--- src/layer_priority_compositor_top_macros.svh ---
// ----------------------------------------------------------------------------
// layer_priority_compositor_top_macros.svh
// Assertion macros for the layer priority compositor; empty in synthesis.
// ----------------------------------------------------------------------------
`ifndef LAYER_PRIORITY_COMPOSITOR_TOP_MACROS_SVH
`define LAYER_PRIORITY_COMPOSITOR_TOP_MACROS_SVH

`ifndef SYNTHESIS
// same-cycle implication, checked on clk, quiet during reset
`define LPC_ASSERT(lbl, ante, cons) \
  lbl: assert property (@(posedge clk) disable iff (!rst_n) (ante) |-> (cons)) \
    else $error("%m: check failed");
// next-cycle implication
`define LPC_ASSERT_NEXT(lbl, ante, cons) \
  lbl: assert property (@(posedge clk) disable iff (!rst_n) (ante) |=> (cons)) \
    else $error("%m: check failed");
`else
`define LPC_ASSERT(lbl, ante, cons)
`define LPC_ASSERT_NEXT(lbl, ante, cons)
`endif

`endif

--- src/lpc_pkg.sv ---
// ----------------------------------------------------------------------------
// lpc_pkg
// Types and constants shared by the layer priority compositor.
// ----------------------------------------------------------------------------
`timescale 1ns / 1ps

package lpc_pkg;

  localparam int PALETTE_ENTRIES_DEF = 64;
  localparam int ADDR_W  = 6;
  localparam int COLOR_W = 9;
  localparam int CFG_W   = 4;

  // opcodes
  localparam logic OP_WRITE   = 1'b0;
  localparam logic OP_RESOLVE = 1'b1;

  // register indexes
  localparam logic [1:0] CFG_SH_ENABLE  = 2'd0;
  localparam logic [1:0] CFG_FULL_COLOR = 2'd1;
  localparam logic [1:0] CFG_BG_PALETTE = 2'd2;
  localparam logic [1:0] CFG_BG_INDEX   = 2'd3;

  // shadow/highlight operator codes, highlight step, component limit and colour masks
  localparam logic [1:0] SH_LINE    = 2'd3;
  localparam logic [3:0] IDX_HILITE = 4'd14;
  localparam logic [3:0] IDX_SHADOW = 4'd15;
  localparam logic [3:0] HILITE_STEP = 4'd3;
  localparam logic [3:0] COMP_MAX    = 4'd7;
  localparam logic [2:0] MASK_FULL   = 3'h7;
  localparam logic [2:0] MASK_REDUCED = 3'h1;

  typedef struct packed {
    logic       opcode;
    logic [5:0] entry_index;
    logic [11:0] entry_word;
    logic [3:0] plane_a_color;
    logic [1:0] plane_a_palette;
    logic       plane_a_high;
    logic [3:0] plane_b_color;
    logic [1:0] plane_b_palette;
    logic       plane_b_high;
    logic [3:0] sprite_color;
    logic [1:0] sprite_palette;
    logic       sprite_high;
  } in_item_t;

  typedef struct packed {
    logic [2:0] red;
    logic [2:0] green;
    logic [2:0] blue;
  } out_item_t;

  typedef struct packed {
    logic               en;
    logic [ADDR_W-1:0]  addr;
    logic [COLOR_W-1:0] data;
  } pal_wr_t;

  typedef struct packed {
    logic              en;
    logic [ADDR_W-1:0] addr;
  } pal_rd_t;

endpackage

--- src/lpc_palette.sv ---
// ----------------------------------------------------------------------------
// lpc_palette
// Colour palette store: one write port, one registered read port.
// ----------------------------------------------------------------------------
`timescale 1ns / 1ps

module lpc_palette import lpc_pkg::*; #(
  parameter int ENTRIES = PALETTE_ENTRIES_DEF
) (
  input  logic               clk,
  input  logic               rst_n,
  input  pal_wr_t            wr,
  input  pal_rd_t            rd,
  output logic [COLOR_W-1:0] rd_data
);

  localparam int AW = (ENTRIES > 1) ? $clog2(ENTRIES) : 1;

  logic [COLOR_W-1:0] mem [ENTRIES];
  logic [ENTRIES-1:0] vld_r;
  logic [COLOR_W-1:0] rdata_r;
  logic               rvld_r;
  logic               wr_in_range;
  logic               rd_in_range;

  assign wr_in_range = (int'(wr.addr) < ENTRIES);
  assign rd_in_range = (int'(rd.addr) < ENTRIES);

  always_ff @(posedge clk) begin
    if (wr.en && wr_in_range) begin
      mem[wr.addr[AW-1:0]] <= wr.data;
    end
    if (rd.en) begin
      rdata_r <= mem[rd.addr[AW-1:0]];
    end
  end

  // entries never written read as zero
  always_ff @(posedge clk) begin
    if (!rst_n) begin
      vld_r  <= '0;
      rvld_r <= 1'b0;
    end else begin
      if (wr.en && wr_in_range) begin
        vld_r[wr.addr[AW-1:0]] <= 1'b1;
      end
      if (rd.en) begin
        rvld_r <= rd_in_range && vld_r[rd.addr[AW-1:0]];
      end
    end
  end

  assign rd_data = rvld_r ? rdata_r : '0;

endmodule

--- src/layer_priority_compositor_top.sv ---
// Path: a resolve transfer passes the lookup stage, then the output register.
// Throughput: one item per cycle while not stalled; the single palette read
// port serves each pixel. Write items land in the palette and give no pixel.
// Reset (synchronous, rst_n low) restores register defaults and marks all
// palette entries as zero by clearing their valid bits; no clearing pass.
// ----------------------------------------------------------------------------
// layer_priority_compositor_top
// Per-pixel layer priority resolve with shadow/highlight and palette lookup.
// ----------------------------------------------------------------------------
`timescale 1ns / 1ps
`include "layer_priority_compositor_top_macros.svh"

module layer_priority_compositor_top import lpc_pkg::*; #(
  parameter int PALETTE_ENTRIES = PALETTE_ENTRIES_DEF
) (
  input  logic             clk,
  input  logic             rst_n,
  input  logic             in_valid,
  output logic             in_stall,
  input  in_item_t         in_data,
  output logic             out_valid,
  input  logic             out_stall,
  output out_item_t        out_data,
  input  logic             cfg_we,
  input  logic [1:0]       cfg_index,
  input  logic [CFG_W-1:0] cfg_wdata
);

  // configuration registers
  logic       sh_en_r;
  logic       full_r;
  logic [1:0] bg_pal_r;
  logic [3:0] bg_idx_r;

  always_ff @(posedge clk) begin
    if (!rst_n) begin
      sh_en_r  <= 1'b0;
      full_r   <= 1'b1;
      bg_pal_r <= '0;
      bg_idx_r <= '0;
    end else if (cfg_we) begin
      case (cfg_index)
        CFG_SH_ENABLE:  sh_en_r  <= cfg_wdata[0];
        CFG_FULL_COLOR: full_r   <= cfg_wdata[0];
        CFG_BG_PALETTE: bg_pal_r <= cfg_wdata[1:0];
        CFG_BG_INDEX:   bg_idx_r <= cfg_wdata[3:0];
        default: ;
      endcase
    end
  end

  // flow control: the output register takes a pixel when empty or draining;
  // the lookup stage advances when empty or when the output can take its pixel
  logic s1_valid_r, s1_valid_nxt;
  logic out_valid_r, out_valid_nxt;
  logic out_take, s1_adv, in_fire;

  assign out_take = !out_valid_r || !out_stall;
  assign s1_adv   = !s1_valid_r || out_take;
  assign in_stall = !s1_adv;
  assign in_fire  = in_valid && !in_stall;

  // layer selection on the incoming item
  logic a_op, b_op, s_op, sh_op;
  logic [1:0] sel_line;
  logic [3:0] sel_idx;

  assign a_op  = (in_data.plane_a_color != '0);
  assign b_op  = (in_data.plane_b_color != '0);
  assign s_op  = (in_data.sprite_color  != '0);
  assign sh_op = sh_en_r && s_op && (in_data.sprite_palette == SH_LINE) &&
                 ((in_data.sprite_color == IDX_HILITE) ||
                  (in_data.sprite_color == IDX_SHADOW));

  always_comb begin
    sel_line = bg_pal_r;
    sel_idx  = bg_idx_r;
    if (sh_op) begin
      // operator sprite is not drawn: take the colour beneath it
      if (a_op && in_data.plane_a_high) begin
        sel_line = in_data.plane_a_palette;
        sel_idx  = in_data.plane_a_color;
      end else if (b_op && in_data.plane_b_high) begin
        sel_line = in_data.plane_b_palette;
        sel_idx  = in_data.plane_b_color;
      end else if (a_op) begin
        sel_line = in_data.plane_a_palette;
        sel_idx  = in_data.plane_a_color;
      end else if (b_op) begin
        sel_line = in_data.plane_b_palette;
        sel_idx  = in_data.plane_b_color;
      end
    end else begin
      if (s_op && in_data.sprite_high) begin
        sel_line = in_data.sprite_palette;
        sel_idx  = in_data.sprite_color;
      end else if (a_op && in_data.plane_a_high) begin
        sel_line = in_data.plane_a_palette;
        sel_idx  = in_data.plane_a_color;
      end else if (b_op && in_data.plane_b_high) begin
        sel_line = in_data.plane_b_palette;
        sel_idx  = in_data.plane_b_color;
      end else if (s_op) begin
        sel_line = in_data.sprite_palette;
        sel_idx  = in_data.sprite_color;
      end else if (a_op) begin
        sel_line = in_data.plane_a_palette;
        sel_idx  = in_data.plane_a_color;
      end else if (b_op) begin
        sel_line = in_data.plane_b_palette;
        sel_idx  = in_data.plane_b_color;
      end
    end
  end

  // palette access: writes land at the transfer, the resolve read is registered
  pal_wr_t            pal_wr;
  pal_rd_t            pal_rd;
  logic [COLOR_W-1:0] pal_data;

  assign pal_wr.en   = in_fire && (in_data.opcode == OP_WRITE);
  assign pal_wr.addr = in_data.entry_index;
  assign pal_wr.data = {in_data.entry_word[11:9], in_data.entry_word[7:5],
                        in_data.entry_word[3:1]};
  assign pal_rd.en   = in_fire && (in_data.opcode == OP_RESOLVE);
  assign pal_rd.addr = {sel_line, sel_idx};

  lpc_palette #(
    .ENTRIES (PALETTE_ENTRIES)
  ) u_palette (
    .clk     (clk),
    .rst_n   (rst_n),
    .wr      (pal_wr),
    .rd      (pal_rd),
    .rd_data (pal_data)
  );

  // lookup stage: hold operator and mode alongside the read
  logic s1_hilite_r, s1_shadow_r, s1_full_r;

  assign s1_valid_nxt = s1_adv ? pal_rd.en : s1_valid_r;

  always_ff @(posedge clk) begin
    if (!rst_n) begin
      s1_valid_r <= 1'b0;
    end else begin
      s1_valid_r <= s1_valid_nxt;
    end
  end

  always_ff @(posedge clk) begin
    if (pal_rd.en) begin
      s1_hilite_r <= sh_op && (in_data.sprite_color == IDX_HILITE);
      s1_shadow_r <= sh_op && (in_data.sprite_color == IDX_SHADOW);
      s1_full_r   <= full_r;
    end
  end

  // colour stage: mask per mode, then apply the operator
  logic [2:0] mask;
  logic [2:0] comp  [3];
  logic [2:0] shade [3];
  logic [3:0] sum   [3];
  out_item_t  pix;

  assign mask    = s1_full_r ? MASK_FULL : MASK_REDUCED;
  assign comp[0] = pal_data[2:0] & mask;
  assign comp[1] = pal_data[5:3] & mask;
  assign comp[2] = pal_data[8:6] & mask;

  always_comb begin
    for (int i = 0; i < 3; i++) begin
      sum[i] = {1'b0, comp[i]} + HILITE_STEP;
      if (s1_hilite_r) begin
        shade[i] = (sum[i] > COMP_MAX) ? COMP_MAX[2:0] : sum[i][2:0];
      end else if (s1_shadow_r) begin
        shade[i] = comp[i] >> 1;
      end else begin
        shade[i] = comp[i];
      end
    end
  end

  assign pix.red   = shade[0];
  assign pix.green = shade[1];
  assign pix.blue  = shade[2];

  // output register
  out_item_t out_data_r;

  assign out_valid_nxt = out_take ? s1_valid_r : out_valid_r;

  always_ff @(posedge clk) begin
    if (!rst_n) begin
      out_valid_r <= 1'b0;
    end else begin
      out_valid_r <= out_valid_nxt;
    end
  end

  always_ff @(posedge clk) begin
    if (out_take && s1_valid_r) begin
      out_data_r <= pix;
    end
  end

  assign out_valid = out_valid_r;
  assign out_data  = out_data_r;

  // a write transfer never occupies the lookup stage
  `LPC_ASSERT_NEXT(a_wr_no_slot, in_fire && (in_data.opcode == OP_WRITE), !s1_valid_r)
  // a resolve transfer always occupies it
  `LPC_ASSERT_NEXT(a_rs_slot, in_fire && (in_data.opcode == OP_RESOLVE), s1_valid_r)
  // both stages full and the output stalled: refuse input
  `LPC_ASSERT(a_full_stall, s1_valid_r && out_valid_r && out_stall, in_stall)
  // a looked-up pixel moves to the output when there is room
  `LPC_ASSERT_NEXT(a_out_load, s1_valid_r && !(out_valid_r && out_stall), out_valid_r)

endmodule
--- config.mk ---
export PLATFORM = sky130hd
export DESIGN_NAME = layer_priority_compositor_top
export DESIGN_NICKNAME = d
export VERILOG_FILES = /design/src/lpc_pkg.sv /design/src/lpc_palette.sv /design/src/layer_priority_compositor_top.sv
export VERILOG_INCLUDE_DIRS = /design/src /design/src/src
export SDC_FILE = /design/constraint.sdc
export NUM_CORES = 1
export LEC_CHECK = 0
export ABC_AREA = 1
export BUFFER_PORTS_ARGS = -buffer_cell sky130_fd_sc_hd__buf_2
export CAP_MARGIN = 10
export CORE_AREA = 3 3 192 381
export CTS_CLUSTER_SIZE = 40
export DETAILED_ROUTE_END_ITERATION = 10
export DIE_AREA = 0 0 195 384
export GPL_ROUTABILITY_DRIVEN = 0
export HOLD_SLACK_MARGIN = 0.02
export SYNTH_ARGS = -nofsm -noshare
export SYNTH_HDL_FRONTEND = slang
export SYNTH_SLANG_ARGS = --single-unit
--- constraint.sdc ---
create_clock -name clk -period 2.9 [get_ports clk]
set_input_delay 0.435 -clock clk [delete_from_list [all_inputs] [get_ports clk]]
set_output_delay 0.435 -clock clk [all_outputs]
set_load 0.02 [all_outputs]
==> results of run 1 <==
==> report_power, final <==
group / leakage, nW / total [mW] / internal (mW) / switching, mW
combinational: 4.42 / 2.81 / 1.00 / 1.80
sequential: 5.98 / 10.6 / 10.6 / 0.0213
clock: 0.887 / 7.61 / 4.14 / 3.48
==> state kept, by name, summed over array words and instances, names as in the netlist, 2 cells and up <==
name and cells:
bg_idx_r 4, bg_pal_r 2, out_data 9, u_palette.mem 576, u_palette.rdata_r 9, u_palette.vld_r 64
==> cells by family after synthesis <==
group	Yosys count
DFF	672
and+or+nand+nor	911
AOI/OAI and AO/OA	499
buffers and inverters	250
adders and majority gates	3
==> worst max-delay path: cells and delay by family (launching register included) <==
| family | cells | cell delay (ns) |
|---|---|---|
| AO/OA/AOI/OAI | 1 | 0.08 |
| flip-flops | 1 | 0.33 |
| buffers and inverters | 5 | 0.60 |
| AND/OR/NAND/NOR | 11 | 1.52 |
==> cells in the final DEF, fill, tap and decap left out, types with 16 or more instances in the layout <==
master and count:
inv_1 100, o211ai_1 211, buf_4 204, clkbuf_16 56, nand4_1 16, or2_0 34
nand3_2 20, nand2_1 131, edfxtp_1 597, nor2_1 381, buf_2 58, buf_12 32
o21bai_1 36, o21ai_1 49, a21oi_1 17, or2_2 73, nand3_1 207, dfxtp_1 74
o21ai_0 160
==> final timing paths <==
path                        startpoint                              to  slack [ns]
hold reg to reg    full_r$_SDFFE_PN1P_             s1_full_r$_DFFE_PP_        0.44
setup reg to reg  sh_en_r$_SDFFE_PN0P_  u_palette.rdata_r[0]$_DFFE_PP_         0.1
setup / recovery  sh_en_r$_SDFFE_PN0P_  u_palette.rdata_r[0]$_DFFE_PP_         0.1
hold / removal            cfg_wdata[1]        bg_pal_r[1]$_SDFFE_PN0P_        0.09
==> Yosys cell counts (18+ instances only) <==
| library cell | count |
|---|---|
| clkbuf_1 | 56 |
| o21bai_1 | 36 |
| nor2_1 | 382 |
| nand2_1 | 131 |
| nand3_1 | 227 |
| buf_2 | 50 |
| edfxtp_1 | 597 |
| or2_0 | 34 |
| buf_6 | 18 |
| o211ai_1 | 211 |
| o21ai_0 | 161 |
| dfxtp_1 | 75 |
| or2_2 | 73 |
| inv_1 | 100 |
| o21ai_1 | 48 |
==> final cells by class <==
| type | instances | area, um^2 | area share |
|---|---|---|---|
| diodes | 5 | 12.51 | 0.0003793 |
| clock buffers | 61 | 1399 | 0.04241 |
| clock inverters | 42 | 435.4 | 0.01320 |
| inverters | 106 | 410.4 | 0.01244 |
| multi-input cells | 1413 | 7576 | 0.2297 |
| flip-flops and latches | 672 | 19430 | 0.5891 |
| well taps | 910 | 1139 | 0.03452 |
| repair buffers | 302 | 2582 | 0.07829 |
==> routing by layer <==
metal / vias up / wire, um / track usage
li1: 8925 / - / -
met1: 9417 / 27980 / 0.2206
met2: 631 / 42190 / 0.3830
met3: 161 / 3616 / 0.02334
met4: 2 / 3700 / 0.09555
met5: - / 13 / 0
==> timing repair <==
| action | 4_1_cts | 5_1_grt |
|---|---|---|
| setup buffers | 0 | 1 |
| gates cloned | 0 | 1 |
| resized for setup | 10 | 23 |
| hold endpoints to repair | 0 | 0 |
| pin swaps | 0 | 12 |
| endpoints found under the setup margin | 9 | 10 |
==> through the flow <==
stage	area [um^2]	setup TNS, ns	hold WS, ns
floorplan	28070	0	0.4086
global placement	30960	-3.182	0.4299
detailed placement	30960	-3.620	0.4247
CTS	32840	0	0.06464
global route	32970	-0.002997	0.1064
finish	32980	0	0.08971
==> run metrics, run 1 <==
Setup violations, final 0; largest family of logic cells by synthesized area simple AND/OR/NAND/NOR gates; Slew Viols, Final 0; largest net degree at the start of global routing 65; IO buf count slightly below 60; Finished Core Util 0.4659; final net count around 2.6k; CTS Buf Count 55; kind of critical path flop to flop; Mapped Cells about 2.3k; TritonCTS clock tree done; DRT iter0 DRCs around 1.6k; Clock Tree Root clkbuf_16; placed cell count 3401; Initial Util 0.3965; critical-path cell list inv_1, nor2_2, nand3_4, buf_12, nand2_4, nand3_4, nand3_4, buf_12, inv_12, buf_4, or2_2, o211ai_1, nand3_1, nand3_1, nand3_1, nand3_2, nand2_1; global-route wire length before repair ~120 mm; Seq/Total Area, Yosys 0.6921; remaining antenna violation count 0; Synth area leader edfxtp_1; post-synthesis adder-cell area fraction 0.001337; HPWL Detailed roughly 53 mm; Relative slew margins 0.3471; ys async rst share 0; Final Hold Fails 0; Post-synth EDFFs ~600; CP max FO 12; crit share post-route 0.9666; crit path capture type flop; synth top area cells edfxtp_1, o211ai_1, dfxtp_1; Lkg Pwr 11.29 nW; fillers 6338; Tmin final around 2.8 ns; initial antenna violation count 6; fmax roughly 0.36 GHz; pre-CTS setup slack -0.4430 ns; die area around 0.075 mm^2; clock latency on the worst-skew pair ~0.63 ns; Slew @ Worst Pin 0.9779 ns; vias in the first global route around 19k; worst path arrival time between 3 and 4 ns; total core area around 0.07 mm^2; CTS clk-pin slew, worst paths 0.07 ns; Worst VDD drop 0.5268 mV; Hold Path Class input pin to flop; GRT Residual Overflow 0; Yosys reg bits around 670; post-synthesis average cell area around 12 um^2; clk_skew about 0.03 ns; Clock Tree Buf Depth 3; total global-route track usage 0.2013; num rows between 100 and 150; Routed WL 77.50 mm; layout cell share with drive strength beyond 1 0.2003; PwrDens between 600 and 700 mW/mm^2; total power 21.03 mW; Hold Buf Count CTS 0; DRC 0; status complete, no violations; clk sinks between 600 and 700; most common flop cell mapped by yosys edfxtp_1; xor-xnor portion of the synthesized cell area 0; Die W 195 um; depth of the worst register-to-register path 17; number of vias per cell about 5.5; hold path cells 3; H-tree depth 2; Yosys cell types slightly above 40; Max-Cap Viols 0; yosys warns 0; slowest CP cell dfxtp_2; multiplexer area fraction after synthesis 0; Startpoint Class flop; TritonRoute pass-1 iters 5; Post-Layout Cell Count between 3k and 4k; WL per Instance between 20 and 25 um; Post-Synth Simple-Gate Area 0.1487; slowest stage delay, CP roughly 0.33 ns; WP data required ~3.3 ns; io pins 62; net count after synthesis between 2k and 2.5k; Vias around 19k; Die Ht around 380 um; post-synth top area share 0.6386; Post-Syn Area 0.02807 mm^2; final worst slack ~0.097 ns; Compound-Gate Fraction of Synth Area 0.1152; Area growth syn-to-layout 17.50%
Power figures use the tool's default switching activity.
==> run 2: changes to the inputs <==
--- a/config.mk
+++ b/config.mk
@@ -6,13 +6,12 @@
 export SDC_FILE = /design/constraint.sdc
 export NUM_CORES = 1
 export LEC_CHECK = 0
-export ABC_AREA = 1
 export BUFFER_PORTS_ARGS = -buffer_cell sky130_fd_sc_hd__buf_2
 export CAP_MARGIN = 10
-export CORE_AREA = 3 3 192 381
+export CORE_AREA = 3 3 190 377
 export CTS_CLUSTER_SIZE = 40
 export DETAILED_ROUTE_END_ITERATION = 10
-export DIE_AREA = 0 0 195 384
+export DIE_AREA = 0 0 193 380
 export GPL_ROUTABILITY_DRIVEN = 0
 export HOLD_SLACK_MARGIN = 0.02
 export SYNTH_ARGS = -nofsm -noshare
==> run metrics, run 2 <==
status complete, but fails checks; failing checks negative setup slack; clock latency on the worst-skew pair 0.61 ns (-0.02 ns); Yosys reg bits 672 (unchanged); Tmin final 3.198 ns (+0.3954 ns); Seq/Total Area, Yosys 0.7077 (+0.01565); Finished Core Util 0.4906 (+0.02466); Diodes inserted 0 (-5); routed wl met3 4.380 mm (+21%); Yosys cell types 70 (+71%); PwrDens 638.6 mW/mm^2 (+0.17%); worst path arrival time 3.55 ns (+0.40 ns); post-synth top area share 0.6531 (+0.01444); fillers 5984 (-5.6%); vias in the first global route 19.47k (+2.1%); Area growth syn-to-layout 23.46%; yosys warns 0 (unchanged); global-route wire length before repair 121.9 mm (+5.7%); CP max FO 9 (-3); most common flop cell mapped by yosys edfxtp_1; commonest non-fill, non-tap cells in the layout edfxtp_1, nand2_1, buf_4; Slew @ Worst Pin 0.9733 ns (-0.004539 ns); Post-synth EDFFs 597 (unchanged); crit share post-route 1.103 (+0.1364); IO buf count 58 (unchanged); clk_skew 0.01422 ns (-0.01582 ns); Final Hold Fails 0 (unchanged); Worst VDD drop 0.4622 mV (-12%); RSZ-0062 raised after global routing yes; Max-Cap Viols 0 (unchanged); Metal-1 WL 28.40 mm (+1.5%); post-synthesis average cell area 13.00 um^2 (+8.2%); io pins 62 (unchanged); GRT Residual Overflow 0 (unchanged); largest net degree at the start of global routing 75 (+15%); net count after synthesis 2165 (-9.4%); Mapped Cells 2111 (-9.6%); H-tree depth 2 (unchanged); Routed WL 83.02 mm (+7.1%); ys async rst share 0 (unchanged); Largest register FFs 576 (unchanged); Die W 193 um (-1.0%); Clock Tree Buf Depth 3 (unchanged); most frequent cell after synthesis edfxtp_1; commonest non-fill, non-tap cell in the layout edfxtp_1; total power 21.64 mW (+2.9%); remaining antenna violation count 0 (unchanged); fmax 0.3127 GHz (-12%); WL per Instance 24.64 um (+12%); Relative slew margins 0.3511 (+0.003975); synth top area cells edfxtp_1, nand2_1, dfxtp_1; TritonCTS clock tree done; layout cell share with drive strength beyond 1 0.2407 (+0.04039); die area 0.07334 mm^2 (-2.1%); Final Cell Area 0.03389 mm^2 (+2.8%); Setup violations, final 10 (+10); hold slack 0.09174 ns (+0.002029 ns); total core area 0.06909 mm^2 (-2.4%); Post-Syn Area 0.02745 mm^2 (-2.2%); DRT iter0 DRCs 1701 (+8.1%); Synth area leader edfxtp_1; Hold Path Class input pin to flop; Startpoint Class input pin; CTS clk-pin slew, worst paths 0.06 ns (about the same); final net count 2480 (-4.8%); most frequent CP cell buf_4; Hold Buf Count CTS 0 (unchanged); crit path capture type flop; Cell Area, Placed 0.03104 mm^2 (+0.25%); number of vias per cell 5.675 (+4.1%); Vias 19.12k (-0.094%); CTS Buf Count 56 (+1.8%); Initial Util 0.3973 (+0.0008127); HPWL Detailed 56.73 mm (+7.3%); FF-to-FF setup slack -0.30 ns (-0.40 ns); DRC 0 (unchanged); final worst slack -0.2984 ns (-0.3954 ns); num rows 136 (-1.4%); total global-route track usage 0.2235 (+0.02223); Clock Tree Root clkbuf_16; WL met2 44.99 mm (+6.7%); TritonRoute pass-1 iters 5 (unchanged); slowest stage delay, CP 0.56 ns (+0.23 ns); slowest CP cell or4_4; initial antenna violation count 2 (-4); Lkg Pwr 11.94 nW (+5.8%); Synth top cells by count edfxtp_1, nand2_1, nand3_1, nor2_1, mux2i_1; WP data required 3.25 ns (about the same); clk sinks 672 (unchanged); pre-CTS setup slack -1.291 ns (-0.8481 ns); kind of critical path input pin to flop; critical-path cell list clkbuf_4, or4_4, o211ai_1, a32oi_4, buf_6, buf_4, buf_4, and3_1, a211oi_4, a31oi_4, a221oi_4, nand3_2, a211o_1; Die Ht 380 um (-1.0%); Slew Viols, Final 0 (unchanged); DR top layer met5
## run 2: power breakdown
group          switching, mW  internal (mW)
Clock                   3.48           4.57
Sequential            0.0554           10.6
Combinational           1.78           1.17
Total                   5.31           16.3
## run 2: cell type report
type / count / area [um^2] / area share
Inverter: 8 / 30.03 / 0.0008860
Sequential cell: 672 / 19430 / 0.5733
Tap cell: 897 / 1122 / 0.03311
Timing Repair Buffer: 392 / 3391 / 0.1000
Clock buffer: 71 / 1570 / 0.04633
Clock inverter: 33 / 411.6 / 0.01215
Multi-Input combinational cell: 1296 / 7938 / 0.2342
## run 2: worst max-delay path: cells and delay by family
kind | cells | cell delay, ns
AOI/OAI and AO/OA | 6 | 1.52
and+or+nand+nor | 3 | 0.95
buffers and inverters | 4 | 0.64
## run 2: layer usage
metal	global-route usage	vias to the layer above
met5	0	-
met1	0.2431	9576
met4	0.1251	4
li1	-	8567
met3	0.02535	222
met2	0.4137	749
## run 2: through the flow
step | TNS [ns] | std cells
after floorplan | 0 | 2111
after global placement | -9.458 | 3240
after detailed placement | -9.814 | 3240
after CTS | -2.583 | 3360
after global routing | -2.940 | 3369
final | -2.146 | 3369
## run 2: timing repair
item                                    in CTS  in global routing
pin swaps                                   17                 27
endpoints found under the setup margin      10                 10
hold endpoints to repair                     0                  0
setup buffers                               14                  7
gates resized for setup                     67                 40
cloned                                       2                  2
## run 2: cells by family (layout without fill, tap and decap cells)
family,Yosys count,count (layout),synth area share
muxes,79,79,0.02894
adders and majority gates,3,3,0.001368
DFF,672,672,0.7077
and+or+nand+nor,875,875,0.1441
AOI/OAI and AO/OA,339,339,0.09257
buffers and inverters,143,504,0.02530
## run 2: path summary, 6_finish.rpt
kind / start / end / cells after the start
hold reg to reg: u_palette.vld_r[22]$_SDFFE_PN0P_ / u_palette.vld_r[22]$_SDFFE_PN0P_ / 1
hold / removal: cfg_wdata[3] / bg_idx_r[3]$_SDFFE_PN0P_ / 3
setup / recovery: in_data[17] / u_palette.rdata_r[3]$_DFFE_PP_ / 13
setup reg to reg: sh_en_r$_SDFFE_PN0P_ / u_palette.rdata_r[3]$_DFFE_PP_ / 12
